$ cat src/rtl/hram_pkg.sv
package hram_pkg;

  // Fixed-point format of the ratio and the averages
  localparam int FRAC_BITS = 16;
  localparam int RATIO_W   = FRAC_BITS + 1;
  localparam logic [RATIO_W-1:0] RATIO_ONE = RATIO_W'(1) << FRAC_BITS;

  // Counter and divider widths
  localparam int CNT_W  = 64;
  localparam int SUM_W  = CNT_W + 1;
  localparam int REM_W  = CNT_W + 2;
  localparam int ITER_W = $clog2(RATIO_W + 1);

  // Sample windows and count widths
  localparam int NS_W = 4;
  localparam int NM_W = 7;
  localparam int NL_W = 10;
  localparam logic [NS_W-1:0] WINDOW_SHORT = NS_W'(10);
  localparam logic [NM_W-1:0] WINDOW_MID   = NM_W'(100);
  localparam logic [NL_W-1:0] WINDOW_LONG  = NL_W'(1000);

  // Stream payload widths
  localparam int IN_W   = 2 * CNT_W;
  localparam int USER_W = 2;
  localparam int RES_W  = 4 * RATIO_W + NS_W + NM_W + NL_W;
  localparam int OUT_W  = ((RES_W + 7) / 8) * 8;

  // Microcode
  localparam int PC_W = 4;

  typedef enum logic [3:0] {
    OP_WAIT,
    OP_DELTA,
    OP_RSETUP,
    OP_DSTEP,
    OP_RDONE,
    OP_ASETUP,
    OP_ADONE,
    OP_OUT,
    OP_REINIT
  } op_t;

  typedef enum logic [2:0] {
    C_NONE,
    C_ALWAYS,
    C_REINIT,
    C_TRIV,
    C_LOOP
  } cond_t;

  typedef enum logic [1:0] {
    SEL_SHORT,
    SEL_MID,
    SEL_LONG
  } avg_sel_t;

  typedef struct packed {
    op_t             op;
    avg_sel_t        sel;
    cond_t           cond;
    logic [PC_W-1:0] target;
  } ctrl_word_t;

  // Divider control from the sequencer
  typedef struct packed {
    logic load;
    logic step;
  } div_ctl_t;

  // Step addresses that jumps refer to
  localparam logic [PC_W-1:0] PC_WAIT   = PC_W'(0);
  localparam logic [PC_W-1:0] PC_RDSTEP = PC_W'(3);
  localparam logic [PC_W-1:0] PC_AVG0   = PC_W'(5);
  localparam logic [PC_W-1:0] PC_DSTEP0 = PC_W'(6);
  localparam logic [PC_W-1:0] PC_DSTEP1 = PC_W'(9);
  localparam logic [PC_W-1:0] PC_DSTEP2 = PC_W'(12);
  localparam logic [PC_W-1:0] PC_OUT    = PC_W'(14);
  localparam logic [PC_W-1:0] PC_REINIT = PC_W'(15);

  // Control program: one word per step
  function automatic ctrl_word_t rom_word(input logic [PC_W-1:0] pc);
    ctrl_word_t w;
    w = '{op: OP_WAIT, sel: SEL_SHORT, cond: C_NONE, target: PC_WAIT};
    case (pc)
      4'd0:  w = '{OP_WAIT,   SEL_SHORT, C_NONE,   PC_WAIT};
      4'd1:  w = '{OP_DELTA,  SEL_SHORT, C_REINIT, PC_REINIT};
      4'd2:  w = '{OP_RSETUP, SEL_SHORT, C_TRIV,   PC_AVG0};
      4'd3:  w = '{OP_DSTEP,  SEL_SHORT, C_LOOP,   PC_RDSTEP};
      4'd4:  w = '{OP_RDONE,  SEL_SHORT, C_NONE,   PC_WAIT};
      4'd5:  w = '{OP_ASETUP, SEL_SHORT, C_NONE,   PC_WAIT};
      4'd6:  w = '{OP_DSTEP,  SEL_SHORT, C_LOOP,   PC_DSTEP0};
      4'd7:  w = '{OP_ADONE,  SEL_SHORT, C_NONE,   PC_WAIT};
      4'd8:  w = '{OP_ASETUP, SEL_MID,   C_NONE,   PC_WAIT};
      4'd9:  w = '{OP_DSTEP,  SEL_MID,   C_LOOP,   PC_DSTEP1};
      4'd10: w = '{OP_ADONE,  SEL_MID,   C_NONE,   PC_WAIT};
      4'd11: w = '{OP_ASETUP, SEL_LONG,  C_NONE,   PC_WAIT};
      4'd12: w = '{OP_DSTEP,  SEL_LONG,  C_LOOP,   PC_DSTEP2};
      4'd13: w = '{OP_ADONE,  SEL_LONG,  C_NONE,   PC_WAIT};
      4'd14: w = '{OP_OUT,    SEL_SHORT, C_ALWAYS, PC_WAIT};
      4'd15: w = '{OP_REINIT, SEL_SHORT, C_ALWAYS, PC_OUT};
      default: w = '{OP_WAIT, SEL_SHORT, C_NONE, PC_WAIT};
    endcase
    return w;
  endfunction

endpackage

$ cat src/rtl/hram_div.sv
module hram_div (
  input  logic                            clk,
  input  hram_pkg::div_ctl_t              ctl,
  input  logic [hram_pkg::REM_W-1:0]      rem_init,
  input  logic [hram_pkg::RATIO_W-1:0]    dvd_init,
  input  logic [hram_pkg::SUM_W-1:0]      divisor,
  output logic [hram_pkg::RATIO_W-1:0]    quo
);
  import hram_pkg::*;

  logic [REM_W-1:0]   rem;
  logic [RATIO_W-1:0] dvd;
  logic [SUM_W-1:0]   dv;
  logic [REM_W-1:0]   trial;
  logic               ge;

  // Shift in the next dividend bit and try the subtraction
  assign trial = {rem[REM_W-2:0], dvd[RATIO_W-1]};
  assign ge    = trial >= {1'b0, dv};

  // Restoring division, one quotient bit per step
  always_ff @(posedge clk) begin
    if (ctl.load) begin
      rem <= rem_init;
      dvd <= dvd_init;
      dv  <= divisor;
      quo <= '0;
    end else if (ctl.step) begin
      rem <= ge ? trial - {1'b0, dv} : trial;
      dvd <= {dvd[RATIO_W-2:0], 1'b0};
      quo <= {quo[RATIO_W-2:0], ge};
    end
  end

endmodule

$ cat src/rtl/hit_ratio_average_monitor_unit.sv
// Channel  Dir  Beat contents
// s_*      in   tdata: hit_count, miss_count; tuser: req_type, avg_restart
// m_*      out  tdata: ratio, avg_short, avg_mid, avg_long, count_short/mid/long
//
// A sample runs the restoring divider one step per cycle, 16 steps for the ratio
// and 17 for each average; the ratio division is skipped when the miss delta is
// zero. A reinit item runs no division. The microcode step counter sets the pace.
// Reset (rst, synchronous) clears the baseline, the counts and the averages.
// A result waits in the output register; the next sample is accepted meanwhile,
// and the sequencer holds at its output step until that register is free.
module hit_ratio_average_monitor_unit (
  input  logic                          clk,
  input  logic                          rst,
  input  logic                          s_tvalid,
  output logic                          s_tready,
  // tdata: hit_count[63:0], miss_count[127:64]
  input  logic [hram_pkg::IN_W-1:0]     s_tdata,
  // tuser: req_type[0], avg_restart[1]
  input  logic [hram_pkg::USER_W-1:0]   s_tuser,
  output logic                          m_tvalid,
  input  logic                          m_tready,
  // tdata: ratio[16:0], avg_short[33:17], avg_mid[50:34], avg_long[67:51],
  //        count_short[71:68], count_mid[78:72], count_long[88:79], zeros above
  output logic [hram_pkg::OUT_W-1:0]    m_tdata
);
  import hram_pkg::*;

  logic [PC_W-1:0]    pc;
  logic [PC_W-1:0]    pc_next;
  ctrl_word_t         cw;
  logic               take;
  logic               hold;
  logic [ITER_W-1:0]  cnt;

  logic               req;
  logic               rst_avg;
  logic [CNT_W-1:0]   hit_in;
  logic [CNT_W-1:0]   miss_in;
  logic [CNT_W-1:0]   last_hit;
  logic [CNT_W-1:0]   last_miss;
  logic [CNT_W-1:0]   dh;
  logic [CNT_W-1:0]   dm;
  logic [RATIO_W-1:0] ratio;
  logic [NS_W-1:0]    n_short;
  logic [NM_W-1:0]    n_mid;
  logic [NL_W-1:0]    n_long;
  logic [RATIO_W-1:0] acc_short;
  logic [RATIO_W-1:0] acc_mid;
  logic [RATIO_W-1:0] acc_long;
  logic               neg;

  logic [NL_W-1:0]    n_cur;
  logic [NL_W-1:0]    n_cap;
  logic [NL_W-1:0]    n_upd;
  logic [RATIO_W-1:0] acc_cur;
  logic [RATIO_W-1:0] diff;
  logic [SUM_W-1:0]   sum;

  div_ctl_t           dctl;
  logic [REM_W-1:0]   rem_init;
  logic [RATIO_W-1:0] dvd_init;
  logic [SUM_W-1:0]   divisor;
  logic [RATIO_W-1:0] quo;
  logic [RES_W-1:0]   res;

  assign cw       = rom_word(pc);
  assign s_tready = !rst && cw.op == OP_WAIT;

  // Decode the jump and stall conditions
  always_comb begin
    unique case (cw.cond)
      C_NONE:   take = 1'b0;
      C_ALWAYS: take = 1'b1;
      C_REINIT: take = req;
      C_TRIV:   take = dm == '0;
      C_LOOP:   take = cnt != ITER_W'(1);
      default:  take = 1'b0;
    endcase
    hold = (cw.op == OP_WAIT && !s_tvalid) || (cw.op == OP_OUT && m_tvalid && !m_tready);
    if (hold) begin
      pc_next = pc;
    end else if (take) begin
      pc_next = cw.target;
    end else begin
      pc_next = pc + PC_W'(1);
    end
  end

  // Select the average that this step works on
  always_comb begin
    case (cw.sel)
      SEL_SHORT: begin
        n_cur   = NL_W'(n_short);
        n_cap   = NL_W'(WINDOW_SHORT);
        acc_cur = acc_short;
      end
      SEL_MID: begin
        n_cur   = NL_W'(n_mid);
        n_cap   = NL_W'(WINDOW_MID);
        acc_cur = acc_mid;
      end
      SEL_LONG: begin
        n_cur   = n_long;
        n_cap   = WINDOW_LONG;
        acc_cur = acc_long;
      end
      default: begin
        n_cur   = n_long;
        n_cap   = WINDOW_LONG;
        acc_cur = acc_long;
      end
    endcase
    n_upd = (n_cur < n_cap) ? n_cur + NL_W'(1) : n_cur;
    diff  = (ratio >= acc_cur) ? ratio - acc_cur : acc_cur - ratio;
    sum   = {1'b0, dh} + {1'b0, dm};
  end

  // Drive the divider
  always_comb begin
    dctl.load = cw.op == OP_RSETUP || cw.op == OP_ASETUP;
    dctl.step = cw.op == OP_DSTEP;
    if (cw.op == OP_RSETUP) begin
      rem_init = {2'b00, dh};
      dvd_init = '0;
      divisor  = sum;
    end else begin
      rem_init = '0;
      dvd_init = diff;
      divisor  = SUM_W'(n_upd);
    end
  end

  hram_div u_div (
    .clk      (clk),
    .ctl      (dctl),
    .rem_init (rem_init),
    .dvd_init (dvd_init),
    .divisor  (divisor),
    .quo      (quo)
  );

  assign res = {n_long, n_mid, n_short, acc_long, acc_mid, acc_short, ratio};

  // Sequencer, datapath registers and the output register
  always_ff @(posedge clk) begin
    if (rst) begin
      pc        <= PC_WAIT;
      m_tvalid  <= 1'b0;
      last_hit  <= '0;
      last_miss <= '0;
      n_short   <= '0;
      n_mid     <= '0;
      n_long    <= '0;
      acc_short <= '0;
      acc_mid   <= '0;
      acc_long  <= '0;
      cnt       <= '0;
    end else begin
      pc <= pc_next;
      if (m_tvalid && m_tready && cw.op != OP_OUT) begin
        m_tvalid <= 1'b0;
      end
      unique case (cw.op)
        OP_WAIT: begin
          // capture the beat
          if (s_tvalid) begin
            hit_in  <= s_tdata[CNT_W-1:0];
            miss_in <= s_tdata[IN_W-1:CNT_W];
            req     <= s_tuser[0];
            rst_avg <= s_tuser[1];
          end
        end
        OP_DELTA: begin
          dh        <= hit_in - last_hit;
          dm        <= miss_in - last_miss;
          last_hit  <= hit_in;
          last_miss <= miss_in;
          if (rst_avg && !req) begin
            n_short <= '0;
            n_mid   <= '0;
            n_long  <= '0;
          end
        end
        OP_RSETUP: begin
          // zero miss delta: ratio is exactly 0 or 1.0
          ratio <= (dh == '0) ? '0 : RATIO_ONE;
          cnt   <= ITER_W'(FRAC_BITS);
        end
        OP_DSTEP: begin
          cnt <= cnt - ITER_W'(1);
        end
        OP_RDONE: begin
          ratio <= quo;
        end
        OP_ASETUP: begin
          neg <= ratio < acc_cur;
          cnt <= ITER_W'(RATIO_W);
          case (cw.sel)
            SEL_SHORT: n_short <= n_upd[NS_W-1:0];
            SEL_MID:   n_mid   <= n_upd[NM_W-1:0];
            default:   n_long  <= n_upd;
          endcase
        end
        OP_ADONE: begin
          case (cw.sel)
            SEL_SHORT: acc_short <= neg ? acc_cur - quo : acc_cur + quo;
            SEL_MID:   acc_mid   <= neg ? acc_cur - quo : acc_cur + quo;
            default:   acc_long  <= neg ? acc_cur - quo : acc_cur + quo;
          endcase
        end
        OP_OUT: begin
          if (!hold) begin
            m_tvalid <= 1'b1;
            m_tdata  <= OUT_W'(res);
          end
        end
        OP_REINIT: begin
          ratio     <= '0;
          n_short   <= '0;
          n_mid     <= '0;
          n_long    <= '0;
          acc_short <= '0;
          acc_mid   <= '0;
          acc_long  <= '0;
        end
        default: begin
        end
      endcase
    end
  end

  // Counts stay within their windows
  assert property (@(posedge clk) disable iff (rst)
    n_short <= WINDOW_SHORT && n_mid <= WINDOW_MID && n_long <= WINDOW_LONG)
    else $error("sample count beyond its window");

  // Averages never leave 0 .. 1.0
  assert property (@(posedge clk) disable iff (rst)
    acc_short <= RATIO_ONE && acc_mid <= RATIO_ONE && acc_long <= RATIO_ONE)
    else $error("running average out of range");

  // A divider step always has iterations left
  assert property (@(posedge clk) disable iff (rst)
    cw.op == OP_DSTEP |-> cnt != '0)
    else $error("divider stepped with no iterations left");

  // A posted result carries a ratio within range
  assert property (@(posedge clk) disable iff (rst)
    m_tvalid |-> m_tdata[RATIO_W-1:0] <= RATIO_ONE)
    else $error("result ratio out of range");

  // An accepted sample starts the delta step next
  assert property (@(posedge clk) disable iff (rst)
    s_tvalid && s_tready |=> cw.op == OP_DELTA)
    else $error("sequencer lost an accepted beat");

endmodule

$ cat config.mk
export PLATFORM = sky130hd
export DESIGN_NAME = hit_ratio_average_monitor_unit
export DESIGN_NICKNAME = d
export VERILOG_FILES = /design/src/rtl/hram_pkg.sv /design/src/rtl/hram_div.sv /design/src/rtl/hit_ratio_average_monitor_unit.sv
export SDC_FILE = /design/constraint.sdc
export NUM_CORES = 2
export LEC_CHECK = 0
export BUFFER_PORTS_ARGS = -buffer_cell sky130_fd_sc_hd__buf_4
export CORE_MARGIN = 2
export CORE_UTILIZATION = 55
export CTS_CLUSTER_DIAMETER = 120
export DETAILED_ROUTE_END_ITERATION = 6
export GPL_ROUTABILITY_DRIVEN = 0
export PLACE_DENSITY = 0.7
export SLEW_MARGIN = 20
export SYNTH_ARGS = -nofsm -noshare
export SYNTH_HDL_FRONTEND = slang
export SYNTH_SLANG_ARGS = --single-unit
$ cat constraint.sdc
create_clock -name clk -period 14.42 [get_ports clk]
set_clock_uncertainty 0.15 [all_clocks]
set_input_delay 2.884 -clock clk [delete_from_list [all_inputs] [get_ports clk]]
set_output_delay 2.884 -clock clk [all_outputs]
set_load 0.01 [all_outputs]
### Word-level counts from Yosys, hierarchy flattened

Memories as Yosys holds them, arrays and structs flattened. A register that Yosys moved wholly into a read port is not among the register bits.
Index checks and enable logic that the tools add are counted.

| storage, ports and cells | value |
|---|---|
| bits in registers | 739 |
| ROM bits | 208 |
| input port bits | 134 |
| output and inout bits | 98 |
| word-level logic and storage cells | 138 |
| memories | 1 |

Memories:

| name | words | width | rd ports | clocked after Yosys merged registers in | write ports | RTL line | source |
|---|---|---|---|---|---|---|---|
| (no name shown) | 16 | 13 | 1 | 1 | 0 | hram_pkg.sv:84 | `case (pc)` |

| cells by class | value |
|---|---|
| add/subtract/negate cells | 11 |
| magnitude comparators | 4 |
| eq/ne operators | 22 |
| multiplexer cells | 39 |
| bitwise operators | 2 |
| reductions and logical operators | 34 |

Operators with widths:

| operator | count |
|---|---|
| $mux 65 | 3 |
| $mux 17 | 9 |
| $pmux 17 s2 | 4 |
| $logic_not 64->1 | 2 |
| $sub 64x64->64 | 2 |
| $ge 66x65->1 | 1 |
| $add 64x64->65 | 1 |
| $sub 65x65->65 | 1 |
| $mux 64 | 1 |
| $pmux 17 s3 | 1 |
| $sub 17x17->17 | 3 |
| $mux 10 | 4 |
| $pmux 10 s2 | 2 |
| $pmux 10 s3 | 1 |
| $pmux 7 s3 | 1 |
| $mux 4 | 5 |
| $add 17x17->17 | 1 |
| $ge 17x17->1 | 1 |
| $lt 17x17->1 | 1 |
| $eq 4x3->1 const B | 4 |
| $pmux 5 s3 | 1 |
| $reduce_and 3->1 | 5 |
| $mux 7 | 2 |
| $pmux 4 s3 | 1 |
| other kinds (27) | 55 |

### Logic depth before layout (Yosys ltp)

| logic depth | value |
|---|---|
| depth in word-level cells | 6 |
| gate-level depth with buffers | 22 |

### Hierarchy

Synthesis repeated with hierarchy kept, for this count alone.

| second synthesis, totals | value |
|---|---|
| cell total of the unflattened synthesis | 5004 |
| area, all modules | 46523.4 sq um |

Modules (own cells, without submodules):

| module | times used | cells an instance | area an instance (sq um) | sequential area each (sq um) |
|---|---|---|---|---|
| hit_ratio_average_monitor_unit | 1 | 3891 | 35302.6 | 15424.8 |
| hram_div | 1 | 1113 | 11220.8 | 4754.6 |

### Worst setup path before layout

Ideal clock, no wire load.

| timing path | value |
|---|---|
| kind | input to register |
| from | input port rst |
| to | register m_tdata[0] (netlist bit), enable pin |
| data arrival time | 11766 ps |
| setup slack | 1749 ps |
| stages | 3 |
| buffers on the path | 2 |
| cell sequence | clkbuf_1 > clkbuf_1 > nor4_1 |

| on the way | value |
|---|---|
| longest elaborated chain between the ends | 2 |

RTL lines:

| what | RTL line | source |
|---|---|---|
| start: declaration | hit_ratio_average_monitor_unit.sv:13 | `input logic rst,` |
| $not 1->1 (no source line) | - |  |
| $reduce_and 3->1 (no source line) | - |  |
| end signal: assignment | hit_ratio_average_monitor_unit.sv:214 | `m_tdata <= OUT_W'(res);` |
| end: declaration | hit_ratio_average_monitor_unit.sv:24 | `output logic [hram_pkg::OUT_W-1:0] m_tdata` |

No other way between the ends.
A chain may end at the register's enable or synchronous reset.

### Worst setup path in the final report

| timing path | value |
|---|---|
| from | input port rst |
| to | output port s_tready |

| on the way | value |
|---|---|
| longest elaborated chain between the ends | 2 |

RTL lines:

| what | RTL line | source |
|---|---|---|
| $logic_not 1->1 | hit_ratio_average_monitor_unit.sv:67 | `assign s_tready = !rst && cw.op == OP_WAIT;` |
| $logic_and 1x1->1 | hit_ratio_average_monitor_unit.sv:67 |  |
| end: declaration | hit_ratio_average_monitor_unit.sv:15 | `output logic s_tready,` |

No other way between the ends.

==> flow_metrics.tcl <==
set metrics [dict create \
    routed_wl_um 110000 \
    min_path_type "reg -> reg" \
    overflow 0 \
    drt-pass1-iter-count 5 \
    layout.cells.most_common "nand2_1" \
    port-buffer-count 224 \
    path_class "in -> out" \
    grt_pass1_vias 32452 \
    synth-seq-cells 752 \
    post_cts_buffers 0 \
    setup_ws_ns 7.77 \
    required_ns 11.39 \
    setup_viol 0 \
    cts_tree "yes" \
    grt_max_degree 84 \
    synth_ff_type "edfxtp_1" \
    layout.nets 5391 \
    switching_share_pct 40.1 \
    clock_latency_ns 0.63 \
    finalCritPeriodShare_pct 46.1 \
    htreeDepth 3 \
    combPwrFrac_pct 46.2 \
    cellInternalPower_uw 5920 \
    synth_seq_area_share_pct 45.2 \
    synthTopCellsByArea "edfxtp_1 (34%), dfxtp_1 (11%), ha_1 (8.9%)" \
    synth_edf_count 512 \
    rsz0062_at_grt "false" \
    cts_resized 0 \
    grt_pass1_wl_um 175000 \
    cp_slowest_cell "nor4b_1" \
    vias 34947 \
    crit_path_max_fanout 35 \
    utilization_pct 62.0 \
    multi_input_area_um2 22500 \
    dp_hpwl_um 83000 \
    ctsHoldBuffers 0 \
    total_leakage_power_uw 0.0191 \
    wl_per_cell_um 18.2 \
    slew_viol_final 0 \
    clock-sinks 752 \
    finalPower_uw 9880 \
    n_fill_cell 6851 \
    fp.dieH_um 289 \
    ios 232 \
    start_kind "input pin" \
    drtIter0Drc 2655 \
    worstMarginPinSlew_ns 1.23 \
    numCtsBuffers 81 \
    syn_avg_cell_area_um2 9.29 \
    hold_violations 0 \
    ant_nets 0 \
    pre_cts_ws_ns 7.75 \
    yosys.area.top_type "edfxtp_1" \
    synth_area_um2 44700 \
    period_minus_slack_ns 6.65 \
    track_usage_pct 26.1 \
    num_rows 104 \
    syn2layout_area_growth_pct 11.7 \
    cts_max_path_buffers 3 \
    clk_pin_slew_ns 0.05 \
    die_x_um 289 \
    status "finished clean" \
    drcViolationCount 0 \
    async_reset_ff_share_pct 0 \
    setup_tns_ns 0 \
    seq_power_share_pct 32.2 \
    ys_warn_count 0 \
    worstPathArrival_ns 3.62 \
    relSlewSlack_pct 17.0 \
    synth_top_area_share_pct 34.4 \
    hold_slack_ns 0.301 \
    clock.fmax_mhz 150 \
    crit_chain "buf_6 > nor4b_1 > buf_4" \
    switchingPower_uw 3960 \
    ys_types 90 \
    seqCellArea_um2 20200 \
    drive_gt1_share_pct 8.92 \
    post_drt_via_cell_ratio 5.76 \
    synthCells 4809 \
    die-area_um2 83500 \
    cts_root_buf "clkbuf_16" \
    peakVddDrop_mv 0.163 \
    powerDensity_nw_per_um2 198 \
    core_um2 80400 \
    antenna_found_initial 0 \
    cap_violations 0 \
    start_util_pct 55.5 \
    end_kind "primary output" \
    power_frac_clock_pct 21.7 \
    final_cell_mix "nand2_1 (642), a21oi_1 (526), edfxtp_1 (512), nor2_1 (327), inv_1 (319)" \
    max_stage_delay_ns 0.36 \
]
-- metal layers --
layer | vias to the layer above | GRT usage, % | part of all wire, %
li1 | 17503 | - | -
met1 | 16236 | 36.3 | 45
met2 | 1036 | 42.9 | 46
met3 | 172 | 2.72 | 5.2
met4 | 0 | 8.49 | 3.0
met5 | - | 0 | 0
-- sequential cells by signal, indices dropped and copies added, names as in the netlist, 5 cells and up --
register / flops
m_tdata: 89
dh: 64
n_long: 10
last_miss: 64
cnt: 5
n_mid: 7
hit_in: 64
miss_in: 64
acc_mid: 17
cw: 13
u_div.dvd: 17
acc_short: 17
dm: 64
u_div.dv: 65
u_div.quo: 17
u_div.rem: 65
last_hit: 64
acc_long: 17
ratio: 17
-- power by group through the flow --
stage / Combinational (uW) / Sequential [uW] / Clock, uW
global placement: 4420 / 3210 / 0
CTS: 4510 / 3170 / 2180
finish: 4560 / 3180 / 2140
detailed placement: 4480 / 3220 / 0
floorplan: 3550 / 3110 / 0
global route: 5080 / 3220 / 2260
-- Yosys cell counts, types with 72 or more instances --
| master | number |
|---|---|
| inv_1 | 320 |
| dfxtp_1 | 240 |
| a21o_1 | 138 |
| nor2_1 | 329 |
| ha_1 | 317 |
| nand3_1 | 72 |
| xor2_1 | 116 |
| a21oi_1 | 526 |
| nand2_1 | 643 |
| xnor2_1 | 172 |
| o21ai_0 | 293 |
| clkbuf_1 | 191 |
| edfxtp_1 | 512 |
| nand4_1 | 72 |
-- logic make-up after synthesis --
kind of cell / Yosys count / synth area share (%)
xor gates and xnor gates: 288 / 5.65
AOI/OAI and AO/OA: 1376 / 18.9
other: 1 / 0.00840
muxes: 74 / 1.67
DFF: 752 / 45.2
adders and majority gates: 324 / 9.19
buffers and inverters: 545 / 4.79
and+or+nand+nor: 1449 / 14.6
-- through the flow --
step	instances	instance area (um2)
3_5_place_dp	5910	47100
6_report	6063	49900
4_1_cts	6062	49900
2_1_floorplan	4815	44700
3_3_place_gp	5909	47100
5_1_grt	6062	49900
-- final cells by class --
type | instances | share of cell area [%]
inverters | 320 | 2.41
well taps | 1060 | 2.66
flip-flops and latches | 752 | 40.5
clock inverters | 48 | 1.06
diodes | 1 | 0.00502
repair buffers | 260 | 3.94
clock buffers | 104 | 4.44
multi-input cells | 3518 | 45.0
-- worst max-delay path, delay by kind of cell --
kind / cells / cell delay (ns)
AND/OR/NAND/NOR: 1 / 0.36
buffers and inverters: 2 / 0.37
-- path summary, 6_finish.rpt --
path | start | end | slack, ns | cells past startpoint
setup / recovery | rst | s_tready | 7.77 | 3
hold / removal | last_miss[55] | last_miss[55] | 0.30 | 2
setup reg to reg | u_div.dv[0] | u_div.rem[49] | 9.33 | 14
hold reg to reg | last_miss[55] | last_miss[55] | 0.30 | 2
Power figures use the tool's default switching activity.
